File: config.mk
export PLATFORM = sky130hd
export DESIGN_NAME = one_wire_bus_master_top
export DESIGN_NICKNAME = d
export VERILOG_FILES = /design/src/hw/rtl/owbm_pkg.sv /design/src/hw/rtl/one_wire_bus_master_top.sv /design/src/hw/rtl/owbm_front.sv /design/src/hw/rtl/owbm_engine.sv /design/src/hw/rtl/owbm_out_queue.sv
export VERILOG_INCLUDE_DIRS = /design/src /design/src/hw/rtl
export SDC_FILE = /design/constraint.sdc
export NUM_CORES = 1
export LEC_CHECK = 0
export BUFFER_PORTS_ARGS = -buffer_cell sky130_fd_sc_hd__buf_4
export CORE_MARGIN = 5
export CORE_UTILIZATION = 45
export DETAILED_ROUTE_END_ITERATION = 8
export MAX_ROUTING_LAYER = met4
export SETUP_SLACK_MARGIN = 0.1
export SYNTH_ARGS = -nofsm -noshare
export SYNTH_HDL_FRONTEND = slang
export SYNTH_SLANG_ARGS = --single-unit
export TNS_END_PERCENT = 30
File: constraint.sdc
create_clock -name clk_i -period 3.7 [get_ports clk_i]
set_input_delay 0.185 -clock clk_i [delete_from_list [all_inputs] [get_ports clk_i]]
set_output_delay 0.185 -clock clk_i [all_outputs]
set_load 0.01 [all_outputs]
File: src/hw/rtl/one_wire_bus_master_top_macros.svh
// Assertion macros used by the 1-Wire bus master engine.
`ifndef ONE_WIRE_BUS_MASTER_TOP_MACROS_SVH
`define ONE_WIRE_BUS_MASTER_TOP_MACROS_SVH

// Property must hold at every clock edge out of reset.
`define OWBM_ASSERT(lbl, prop, msg) \
  lbl: assert property (@(posedge clk_i) disable iff (!rst_ni) (prop)) else $error(msg);

// Condition must never be seen at a clock edge out of reset.
`define OWBM_ASSERT_NEVER(lbl, prop, msg) \
  lbl: assert property (@(posedge clk_i) disable iff (!rst_ni) !(prop)) else $error(msg);

`endif

File: src/hw/rtl/owbm_pkg.sv
// Types and constants of the 1-Wire bus master.
`timescale 1ns / 1ps

package owbm_pkg;

  typedef enum logic [1:0] {
    OP_TICK  = 2'd0,
    OP_RESET = 2'd1,
    OP_WRITE = 2'd2,
    OP_READ  = 2'd3
  } op_e;

  typedef struct packed {
    logic [1:0] operation;
    logic [7:0] data_byte;
    logic       line_in;
  } in_item_t;

  typedef struct packed {
    logic       drive_low;
    logic       busy_res;
    logic       done_res;
    logic [7:0] read_data;
    logic       device_present;
    logic       command_rejected;
  } res_item_t;

  // Item as classified by the front end.
  typedef struct packed {
    logic       is_cmd;
    op_e        op;
    logic [7:0] data_byte;
    logic       line_in;
  } fe_item_t;

  localparam int unsigned CfgIdxW  = 3;
  localparam int unsigned CfgDataW = 10;

  localparam logic [CfgIdxW-1:0] CFG_RESET_LOW     = 3'd0;
  localparam logic [CfgIdxW-1:0] CFG_PRESENCE_WAIT = 3'd1;
  localparam logic [CfgIdxW-1:0] CFG_RESET_RECOV   = 3'd2;
  localparam logic [CfgIdxW-1:0] CFG_SLOT          = 3'd3;
  localparam logic [CfgIdxW-1:0] CFG_WRITE_ONE_LOW = 3'd4;
  localparam logic [CfgIdxW-1:0] CFG_READ_LOW      = 3'd5;

  localparam logic [9:0] RESET_LOW_DEF     = 10'd480;
  localparam logic [7:0] PRESENCE_WAIT_DEF = 8'd60;
  localparam logic [9:0] RESET_RECOV_DEF   = 10'd480;
  localparam logic [7:0] SLOT_DEF          = 8'd60;
  localparam logic [3:0] WRITE_ONE_LOW_DEF = 4'd1;
  localparam logic [3:0] READ_LOW_DEF      = 4'd2;

endpackage

File: src/hw/rtl/one_wire_bus_master_top.sv
// Path: input items are registered in the front queue, results in the result queue.
// Throughput: one item per cycle while the result queue has room; the engine retires
// one tick or command each cycle and the two-entry queues on either side absorb stalls.
// Reset: asynchronous, active low; clears the queues and bus state and restores the
// default timing registers. Bus timing is counted in tick items, not clock cycles.
`timescale 1ns / 1ps

module one_wire_bus_master_top
  import owbm_pkg::*;
#(
  parameter int unsigned TIMER_WIDTH = 10
) (
  input  logic                clk_i,
  input  logic                rst_ni,
  input  logic                push,
  input  in_item_t            in_item_i,
  output logic                full,
  output logic                empty,
  input  logic                pop,
  output res_item_t           res_item_o,
  input  logic                cfg_we_i,
  input  logic [CfgIdxW-1:0]  cfg_idx_i,
  input  logic [CfgDataW-1:0] cfg_data_i
);

  logic      fe_valid;
  fe_item_t  fe_item;
  logic      fe_take;
  logic      res_valid;
  res_item_t res_item;
  logic      res_ready;

  owbm_front u_front (
    .clk_i        (clk_i),
    .rst_ni       (rst_ni),
    .push_i       (push),
    .in_item_i    (in_item_i),
    .full_o       (full),
    .item_valid_o (fe_valid),
    .item_o       (fe_item),
    .item_take_i  (fe_take)
  );

  owbm_engine #(
    .TIMER_WIDTH (TIMER_WIDTH)
  ) u_engine (
    .clk_i        (clk_i),
    .rst_ni       (rst_ni),
    .cfg_we_i     (cfg_we_i),
    .cfg_idx_i    (cfg_idx_i),
    .cfg_data_i   (cfg_data_i),
    .item_valid_i (fe_valid),
    .item_i       (fe_item),
    .item_take_o  (fe_take),
    .res_valid_o  (res_valid),
    .res_item_o   (res_item),
    .res_ready_i  (res_ready)
  );

  owbm_out_queue u_out_queue (
    .clk_i       (clk_i),
    .rst_ni      (rst_ni),
    .res_valid_i (res_valid),
    .res_item_i  (res_item),
    .res_ready_o (res_ready),
    .empty_o     (empty),
    .pop_i       (pop),
    .res_item_o  (res_item_o)
  );

endmodule

File: src/hw/rtl/owbm_front.sv
// Front end: accepts input items, classifies them and queues them for the engine.
`timescale 1ns / 1ps

module owbm_front
  import owbm_pkg::*;
(
  input  logic     clk_i,
  input  logic     rst_ni,
  input  logic     push_i,
  input  in_item_t in_item_i,
  output logic     full_o,
  output logic     item_valid_o,
  output fe_item_t item_o,
  input  logic     item_take_i
);

  fe_item_t   mem_q [2];
  logic       wr_ptr_q, rd_ptr_q;
  logic [1:0] cnt_q, cnt_d;
  logic       wr_en, rd_en;
  fe_item_t   cls_item;

  assign full_o       = (cnt_q == 2'd2);
  assign item_valid_o = (cnt_q != 2'd0);
  assign wr_en        = push_i && !full_o;
  assign rd_en        = item_take_i && item_valid_o;
  assign item_o       = mem_q[rd_ptr_q];

  always_comb begin
    cls_item.op        = op_e'(in_item_i.operation);
    cls_item.is_cmd    = (op_e'(in_item_i.operation) != OP_TICK);
    cls_item.data_byte = in_item_i.data_byte;
    cls_item.line_in   = in_item_i.line_in;
  end

  always_comb begin
    cnt_d = cnt_q;
    if (wr_en && !rd_en) begin
      cnt_d = cnt_q + 2'd1;
    end else if (rd_en && !wr_en) begin
      cnt_d = cnt_q - 2'd1;
    end
  end

  always_ff @(posedge clk_i or negedge rst_ni) begin
    if (!rst_ni) begin
      wr_ptr_q <= 1'b0;
      rd_ptr_q <= 1'b0;
      cnt_q    <= 2'd0;
    end else begin
      cnt_q <= cnt_d;
      if (wr_en) begin
        wr_ptr_q <= !wr_ptr_q;
      end
      if (rd_en) begin
        rd_ptr_q <= !rd_ptr_q;
      end
    end
  end

  always_ff @(posedge clk_i) begin
    if (wr_en) begin
      mem_q[wr_ptr_q] <= cls_item;
    end
  end

endmodule

File: src/hw/rtl/owbm_engine.sv
// Back end: bus timing engine that carries out ticks and commands, one item a cycle while the result queue has room.
`timescale 1ns / 1ps
`include "one_wire_bus_master_top_macros.svh"

module owbm_engine
  import owbm_pkg::*;
#(
  parameter int unsigned TIMER_WIDTH = 10
) (
  input  logic                clk_i,
  input  logic                rst_ni,
  input  logic                cfg_we_i,
  input  logic [CfgIdxW-1:0]  cfg_idx_i,
  input  logic [CfgDataW-1:0] cfg_data_i,
  input  logic                item_valid_i,
  input  fe_item_t            item_i,
  output logic                item_take_o,
  output logic                res_valid_o,
  output res_item_t           res_item_o,
  input  logic                res_ready_i
);

  typedef enum logic [6:0] {
    PH_IDLE      = 7'b0000001,
    PH_RST_LOW   = 7'b0000010,
    PH_RST_WAIT  = 7'b0000100,
    PH_RST_RECOV = 7'b0001000,
    PH_BIT_LOW   = 7'b0010000,
    PH_SAMPLE    = 7'b0100000,
    PH_BIT_REL   = 7'b1000000
  } phase_e;

  localparam logic [16:0] TMax = 17'((1 << TIMER_WIDTH) - 1);

  function automatic logic [TIMER_WIDTH-1:0] tmr_load(input logic [9:0] v);
    logic [16:0]            vx;
    logic [TIMER_WIDTH-1:0] r;
    vx = {7'b0, v};
    if (vx > TMax) begin
      r = TMax[TIMER_WIDTH-1:0];
    end else begin
      r = vx[TIMER_WIDTH-1:0];
    end
    if (v == 10'd0) begin
      r = TIMER_WIDTH'(1);
    end
    return r;
  endfunction

  logic [9:0] rst_low_q, rst_recov_q;
  logic [7:0] pres_wait_q, slot_q;
  logic [3:0] w1_low_q, rd_low_q;

  phase_e                 phase_q, phase_d;
  op_e                    cmd_q, cmd_d;
  logic [TIMER_WIDTH-1:0] tmr_q, tmr_d;
  logic [2:0]             bitpos_q, bitpos_d;
  logic [7:0]             shift_q, shift_d;
  logic                   pres_q, pres_d;
  logic [7:0]             last_rd_q, last_rd_d;

  logic                   take;
  logic [TIMER_WIDTH-1:0] tmr_dec;
  logic                   expired;
  logic [7:0]             nb_shift;
  logic [TIMER_WIDTH-1:0] nb_timer;
  logic [TIMER_WIDTH-1:0] start_timer;
  logic                   do_next;
  logic                   done;
  logic                   rejected;

  assign take        = item_valid_i && res_ready_i;
  assign item_take_o = take;
  assign res_valid_o = take;

  assign tmr_dec = (tmr_q != '0) ? (tmr_q - TIMER_WIDTH'(1)) : '0;
  assign expired = (tmr_dec == '0);

  // Next bit of a byte: writes shift down, reads keep the assembled bits.
  assign nb_shift = (cmd_q == OP_WRITE) ? {1'b0, shift_q[7:1]} : shift_q;
  assign nb_timer = (cmd_q == OP_WRITE)
                  ? (nb_shift[0] ? tmr_load({6'b0, w1_low_q}) : tmr_load({2'b0, slot_q}))
                  : tmr_load({6'b0, rd_low_q});
  assign start_timer = (item_i.op == OP_WRITE)
                     ? (item_i.data_byte[0] ? tmr_load({6'b0, w1_low_q})
                                            : tmr_load({2'b0, slot_q}))
                     : tmr_load({6'b0, rd_low_q});

  always_comb begin
    phase_d   = phase_q;
    cmd_d     = cmd_q;
    tmr_d     = tmr_q;
    bitpos_d  = bitpos_q;
    shift_d   = shift_q;
    pres_d    = pres_q;
    last_rd_d = last_rd_q;
    do_next   = 1'b0;
    done      = 1'b0;
    rejected  = 1'b0;

    if (take) begin
      if (!item_i.is_cmd) begin
        unique case (phase_q)
          PH_IDLE: begin
          end
          PH_RST_LOW: begin
            tmr_d = tmr_dec;
            if (expired) begin
              phase_d = PH_RST_WAIT;
              tmr_d   = tmr_load({2'b0, pres_wait_q});
            end
          end
          PH_RST_WAIT: begin
            tmr_d = tmr_dec;
            if (expired) begin
              pres_d  = !item_i.line_in;
              phase_d = PH_RST_RECOV;
              tmr_d   = tmr_load(rst_recov_q);
            end
          end
          PH_RST_RECOV: begin
            tmr_d = tmr_dec;
            if (expired) begin
              phase_d = PH_IDLE;
              tmr_d   = '0;
              done    = 1'b1;
            end
          end
          PH_BIT_LOW: begin
            tmr_d = tmr_dec;
            if (expired) begin
              if (cmd_q == OP_WRITE) begin
                if (shift_q[0]) begin
                  phase_d = PH_BIT_REL;
                  tmr_d   = tmr_load({2'b0, slot_q});
                end else begin
                  do_next = 1'b1;
                end
              end else begin
                phase_d = PH_SAMPLE;
              end
            end
          end
          PH_SAMPLE: begin
            shift_d = {item_i.line_in, shift_q[7:1]};
            phase_d = PH_BIT_REL;
            tmr_d   = tmr_load({2'b0, slot_q});
          end
          PH_BIT_REL: begin
            tmr_d = tmr_dec;
            if (expired) begin
              do_next = 1'b1;
            end
          end
          default: begin
            phase_d = PH_IDLE;
          end
        endcase

        if (do_next) begin
          if (bitpos_q == 3'd7) begin
            phase_d = PH_IDLE;
            tmr_d   = '0;
            done    = 1'b1;
            if (cmd_q == OP_READ) begin
              last_rd_d = shift_q;
            end
          end else begin
            bitpos_d = bitpos_q + 3'd1;
            shift_d  = nb_shift;
            phase_d  = PH_BIT_LOW;
            tmr_d    = nb_timer;
          end
        end
      end else if (phase_q != PH_IDLE) begin
        rejected = 1'b1;
      end else begin
        cmd_d    = item_i.op;
        bitpos_d = 3'd0;
        if (item_i.op == OP_RESET) begin
          phase_d = PH_RST_LOW;
          tmr_d   = tmr_load(rst_low_q);
        end else begin
          shift_d = (item_i.op == OP_WRITE) ? item_i.data_byte : 8'd0;
          phase_d = PH_BIT_LOW;
          tmr_d   = start_timer;
        end
      end
    end
  end

  always_comb begin
    res_item_o.drive_low        = (phase_d == PH_RST_LOW) || (phase_d == PH_BIT_LOW);
    res_item_o.busy_res         = (phase_d != PH_IDLE);
    res_item_o.done_res         = done;
    res_item_o.read_data        = last_rd_d;
    res_item_o.device_present   = pres_d;
    res_item_o.command_rejected = rejected;
  end

  always_ff @(posedge clk_i or negedge rst_ni) begin
    if (!rst_ni) begin
      rst_low_q   <= RESET_LOW_DEF;
      pres_wait_q <= PRESENCE_WAIT_DEF;
      rst_recov_q <= RESET_RECOV_DEF;
      slot_q      <= SLOT_DEF;
      w1_low_q    <= WRITE_ONE_LOW_DEF;
      rd_low_q    <= READ_LOW_DEF;
    end else if (cfg_we_i) begin
      unique case (cfg_idx_i)
        CFG_RESET_LOW:     rst_low_q   <= cfg_data_i;
        CFG_PRESENCE_WAIT: pres_wait_q <= cfg_data_i[7:0];
        CFG_RESET_RECOV:   rst_recov_q <= cfg_data_i;
        CFG_SLOT:          slot_q      <= cfg_data_i[7:0];
        CFG_WRITE_ONE_LOW: w1_low_q    <= cfg_data_i[3:0];
        CFG_READ_LOW:      rd_low_q    <= cfg_data_i[3:0];
        default: begin
        end
      endcase
    end
  end

  always_ff @(posedge clk_i or negedge rst_ni) begin
    if (!rst_ni) begin
      phase_q   <= PH_IDLE;
      cmd_q     <= OP_TICK;
      tmr_q     <= '0;
      bitpos_q  <= 3'd0;
      shift_q   <= 8'd0;
      pres_q    <= 1'b0;
      last_rd_q <= 8'd0;
    end else begin
      phase_q   <= phase_d;
      cmd_q     <= cmd_d;
      tmr_q     <= tmr_d;
      bitpos_q  <= bitpos_d;
      shift_q   <= shift_d;
      pres_q    <= pres_d;
      last_rd_q <= last_rd_d;
    end
  end

  `OWBM_ASSERT(a_cmd_starts, (take && item_i.is_cmd && phase_q == PH_IDLE) |=> (phase_q != PH_IDLE), "command taken while idle did not start an operation")
  `OWBM_ASSERT(a_done_idles, (take && done) |=> (phase_q == PH_IDLE), "operation completed but engine left idle")
  `OWBM_ASSERT_NEVER(a_reject_idle, rejected && (phase_q == PH_IDLE), "command rejected while idle")
  `OWBM_ASSERT(a_timer_live, (phase_q == PH_RST_LOW || phase_q == PH_RST_WAIT || phase_q == PH_RST_RECOV || phase_q == PH_BIT_LOW || phase_q == PH_BIT_REL) |-> (tmr_q != '0), "timer empty in a timed phase")

endmodule

File: src/hw/rtl/owbm_out_queue.sv
// Result queue: holds result items until the consumer pops them.
`timescale 1ns / 1ps

module owbm_out_queue
  import owbm_pkg::*;
(
  input  logic      clk_i,
  input  logic      rst_ni,
  input  logic      res_valid_i,
  input  res_item_t res_item_i,
  output logic      res_ready_o,
  output logic      empty_o,
  input  logic      pop_i,
  output res_item_t res_item_o
);

  res_item_t  mem_q [2];
  logic       wr_ptr_q, rd_ptr_q;
  logic [1:0] cnt_q, cnt_d;
  logic       wr_en, rd_en;

  assign res_ready_o = (cnt_q != 2'd2);
  assign empty_o     = (cnt_q == 2'd0);
  assign wr_en       = res_valid_i && res_ready_o;
  assign rd_en       = pop_i && !empty_o;
  assign res_item_o  = mem_q[rd_ptr_q];

  always_comb begin
    cnt_d = cnt_q;
    if (wr_en && !rd_en) begin
      cnt_d = cnt_q + 2'd1;
    end else if (rd_en && !wr_en) begin
      cnt_d = cnt_q - 2'd1;
    end
  end

  always_ff @(posedge clk_i or negedge rst_ni) begin
    if (!rst_ni) begin
      wr_ptr_q <= 1'b0;
      rd_ptr_q <= 1'b0;
      cnt_q    <= 2'd0;
    end else begin
      cnt_q <= cnt_d;
      if (wr_en) begin
        wr_ptr_q <= !wr_ptr_q;
      end
      if (rd_en) begin
        rd_ptr_q <= !rd_ptr_q;
      end
    end
  end

  always_ff @(posedge clk_i) begin
    if (wr_en) begin
      mem_q[wr_ptr_q] <= res_item_i;
    end
  end

endmodule
==> metrics.csv <==
stage,metric,value,unit
status,status,"complete, no violations",
route,firstDrtPassIters,6,
power,power_frac_seq,0.345,
grt,grt_overflow_total,0,
synthesis,ys_seq_area_frac,0.526,
grt,grt_pass1_wl,30900,um
power,p_sw_frac,0.383,
route,final_antenna_net_count,0,
synthesis,synth-compound-area-share,0.144,
hold_path,holdPathEnd,u_engine.rst_recov_q[7],
power,fin_total_pwr,7.32,mW
synthesis,yosys.area_share.simple,0.143,
timing,fin_crit,3.68,ns
die,die-height,137,um
grt,grt_pass1_vias,5529,
synthesis,avgSynthCellArea,11.4,um^2
die,placementRows,46,
critical_path,worst_setup_path_end_kind,register,
die,io_pins,44,
synthesis,synth_seq_cells,141,
route,routed_via_density,5.90,
final_layout,nNetsFinal,768,
synthesis,synth_top_family_by_area,compound AO/OA/AOI/OAI gates,
synthesis,ys_types,65,
critical_path,worst_setup_path_start_kind,register,
power,combPwrFrac,0.411,
power,p_switching,2.80,mW
timing,hold_violations,0,
grt,globalRouteTotalUtil,0.222,
synthesis,synthAdderAreaFrac,0.0104,
power,power_leakage,3.58,nW
synthesis,synth_area,7230,um^2
critical_path,path_max_fanout,4,
route,wl_per_cell,20.0,um
power,irDropWorstVdd,361,uV
grt,grt_max_degree,77,
timing,rsz0062_at_grt,yes,
final_layout,post-route-cell-area,8900,um^2
die,core,15800,um^2
timing,fin_tns_setup,0,ns
cts,clk_latency,0.43,ns
power,powerDensity,823,nW/um^2
place,dp_hpwl,14000,um
timing,finClkSkew,0.00844,ns
die,start_util,0.457,
cts,cts_buffer_depth,2,
timing,timing.final.crit_share,0.995,
cts,cts_tree,yes,
timing,whs,0.0167,ns
cts,cts_sinks,141,
power,internal_power,4.52,mW
hold_path,min_delay_path_depth,2,
hold_path,hp-class,in -> reg,
synthesis,synth_top_area_cell,dfrtp_1,
final_layout,drive_gt1_frac,0.312,
critical_path,reg2reg_from,u_engine.tmr_q[3],
timing,tightest_slew,1.00,ns
route,drt_iter0_drc,410,
critical_path,crit_type,reg -> reg,
critical_path,crit_required,3.86,ns
route,via_count,5673,
timing,max_freq,0.272,GHz
synthesis,synth_mux_area_frac,0.136,
synthesis,synth-async-reset-ratio,0.645,
timing,setup_viol,0,
hold_path,hp-start,cfg_data_i[7],
critical_path,r2r_slack,0.02,ns
cts,htreeDepth,4,
synthesis,synth_xor_xnor_area_share,0.0182,
synthesis,synth_edf_count,50,
place,gp_congestion,0.920,
critical_path,arrival,3.84,ns
cts,cts_inserted_buffers,17,
power,clkPwrFrac,0.243,
route,drcViolationCount,0,
run,drv_cap,0,
final_layout,area_delta_synth_final,23.0,%
grt,antenna_found_initial,0,
synthesis,syn-num-nets,668,
synthesis,yosysWarnings,0,
place,place_area,8020,um^2
route,wl,19200,um
synthesis,synthTopCellsByArea,"dfrtp_1 (25%), edfxtp_1 (21%), mux2_2 (11%)",
cts,clk_pin_slew,0.06,ns
die,die_x,137,um
final_layout,diodes,0,
cts,root_buffer,clkbuf_16,
timing,slew-limit-headroom,0.330,
critical_path,r2r-end,u_out_queue.mem_q[0][11],
final_layout,postLayoutCoreUtil,0.562,
critical_path,reg2regPathDepth,8,
synthesis,synthCells,633,
place,io_buffer_count,43,
die,design.die.area,18700,um^2
synthesis,synth_flop_cell,dfrtp_1,
synthesis,yosysTopAreaCellShare,0.249,
timing,maxSlewViolCount,0,
-- registers in the layout, summed over array words and instances (netlist names), 4 cells and up --
name / cells
u_engine.rd_low_q: 4
u_engine.shift_q: 8
u_engine.w1_low_q: 4
u_engine.phase_q: 7
u_front.mem_q: 24
u_engine.rst_recov_q: 10
u_engine.rst_low_q: 10
u_engine.pres_wait_q: 8
u_out_queue.mem_q: 26
u_engine.last_rd_q: 8
u_engine.slot_q: 8
u_engine.tmr_q: 10
-- synth_stat cells, types with 4 or more instances --
library cell	instances
dfstp_2	19
a211o_1	6
nand2_1	45
o21ai_0	33
and3_1	5
mux2i_1	19
ha_1	6
buf_1	4
o31ai_1	7
edfxtp_1	50
o22ai_1	13
nand3_1	9
nor2b_1	5
xnor2_1	8
nand2b_1	15
nor4_1	10
or3_1	7
or2_2	5
and2_1	4
nor2_1	38
a221oi_1	9
mux2_2	69
a22oi_1	6
xor2_1	7
clkbuf_1	19
a22o_1	9
a31oi_1	8
inv_1	12
nor3_1	24
o211ai_1	5
nand4b_1	4
nor3b_1	4
a21oi_1	23
dfrtp_1	72
-- final cells by class --
type | count | area [um^2]
tap | 216 | 270
inverter | 12 | 45.0
fill | 1361 | 6930
clock inverter | 15 | 201
timing repair buffer | 107 | 847
sequential | 141 | 3800
clock buffer | 17 | 425
multi-input combinational | 454 | 3310
-- logic make-up (layout without fill, tap and decap cells) --
family	Yosys count	count (layout)
xor gates and xnor gates	15	15
DFF	141	141
muxes	89	89
buffers and inverters	38	151
adders and majority gates	6	6
AOI/OAI and AO/OA	151	151
and+or+nand+nor	193	193
-- routing by layer --
metal | routed length, um | track usage
met1 | 9230 | 0.321
met2 | 8590 | 0.324
met3 | 1050 | 0.0438
met4 | 357 | 0.0576
met5 | 0 | -
-- worst max-delay path, stage by stage, from the launching register on --
cell,delay (ns)
dfrtp_1,0.39
or4_4,0.55
or3_4,0.39
mux2_4,0.33
buf_6,0.12
or3_4,0.36
o221a_4,0.23
or4_4,0.54
or4b_4,0.50
-- cell usage in the layout, fill, tap and decap left out, types with 7 or more instances in the layout --
cell type	instances
mux2i_1	18
xor2_1	7
nand3_1	9
dlygate4sd3_1	16
a21oi_1	23
o22ai_1	13
a221oi_1	9
nor3_1	24
dfstp_2	19
edfxtp_1	50
xnor2_1	8
nor4_1	8
nor2_1	38
inv_1	11
nand2_1	45
nand2b_1	15
clkbuf_16	17
a31oi_1	8
o21ai_0	33
dfrtp_1	72
mux2_2	69
a22o_1	9
buf_4	90
-- stage by stage --
stage	setup WS, ns	instances
finish	0.0184	962
global route	-0.0185	962
CTS	0.0201	959
detailed placement	-0.0327	906
global placement	0.0229	906
floorplan	-0.0609	633
-- power groups by stage --
stage / sequential [mW] / combinational [mW] / clock [mW]
2_1_floorplan: 2.41 / 1.97 / 0
3_3_place_gp: 2.52 / 2.87 / 0
3_5_place_dp: 2.55 / 2.89 / 0
4_1_cts: 2.52 / 2.96 / 1.82
5_1_grt: 2.58 / 3.29 / 1.89
6_report: 2.53 / 3.01 / 1.78
-- repair_timing --
item,4_1_cts,5_1_grt
buffers inserted,5,3
hold buffers,16,0
setup endpoints to repair,2,13
gates resized for setup,3,6
pin swaps,7,2
endpoints found under the hold margin,84,0
-- how the worst max path moves through the flow --
stage                                 start                        to  slack [ns]  cells past startpoint
after floorplan           u_engine.tmr_q[5]  u_out_queue.mem_q[0][11]       -0.06                      8
after global placement    u_engine.tmr_q[6]  u_out_queue.mem_q[0][11]        0.02                      7
after detailed placement  u_engine.tmr_q[6]  u_out_queue.mem_q[1][11]       -0.03                      7
after CTS                 u_engine.tmr_q[3]  u_out_queue.mem_q[0][11]        0.02                      8
after global routing      u_engine.tmr_q[3]  u_out_queue.mem_q[1][11]       -0.02                      8
final                     u_engine.tmr_q[3]  u_out_queue.mem_q[0][11]        0.02                      8
Note: power is estimated with default switching activity, not from simulation.
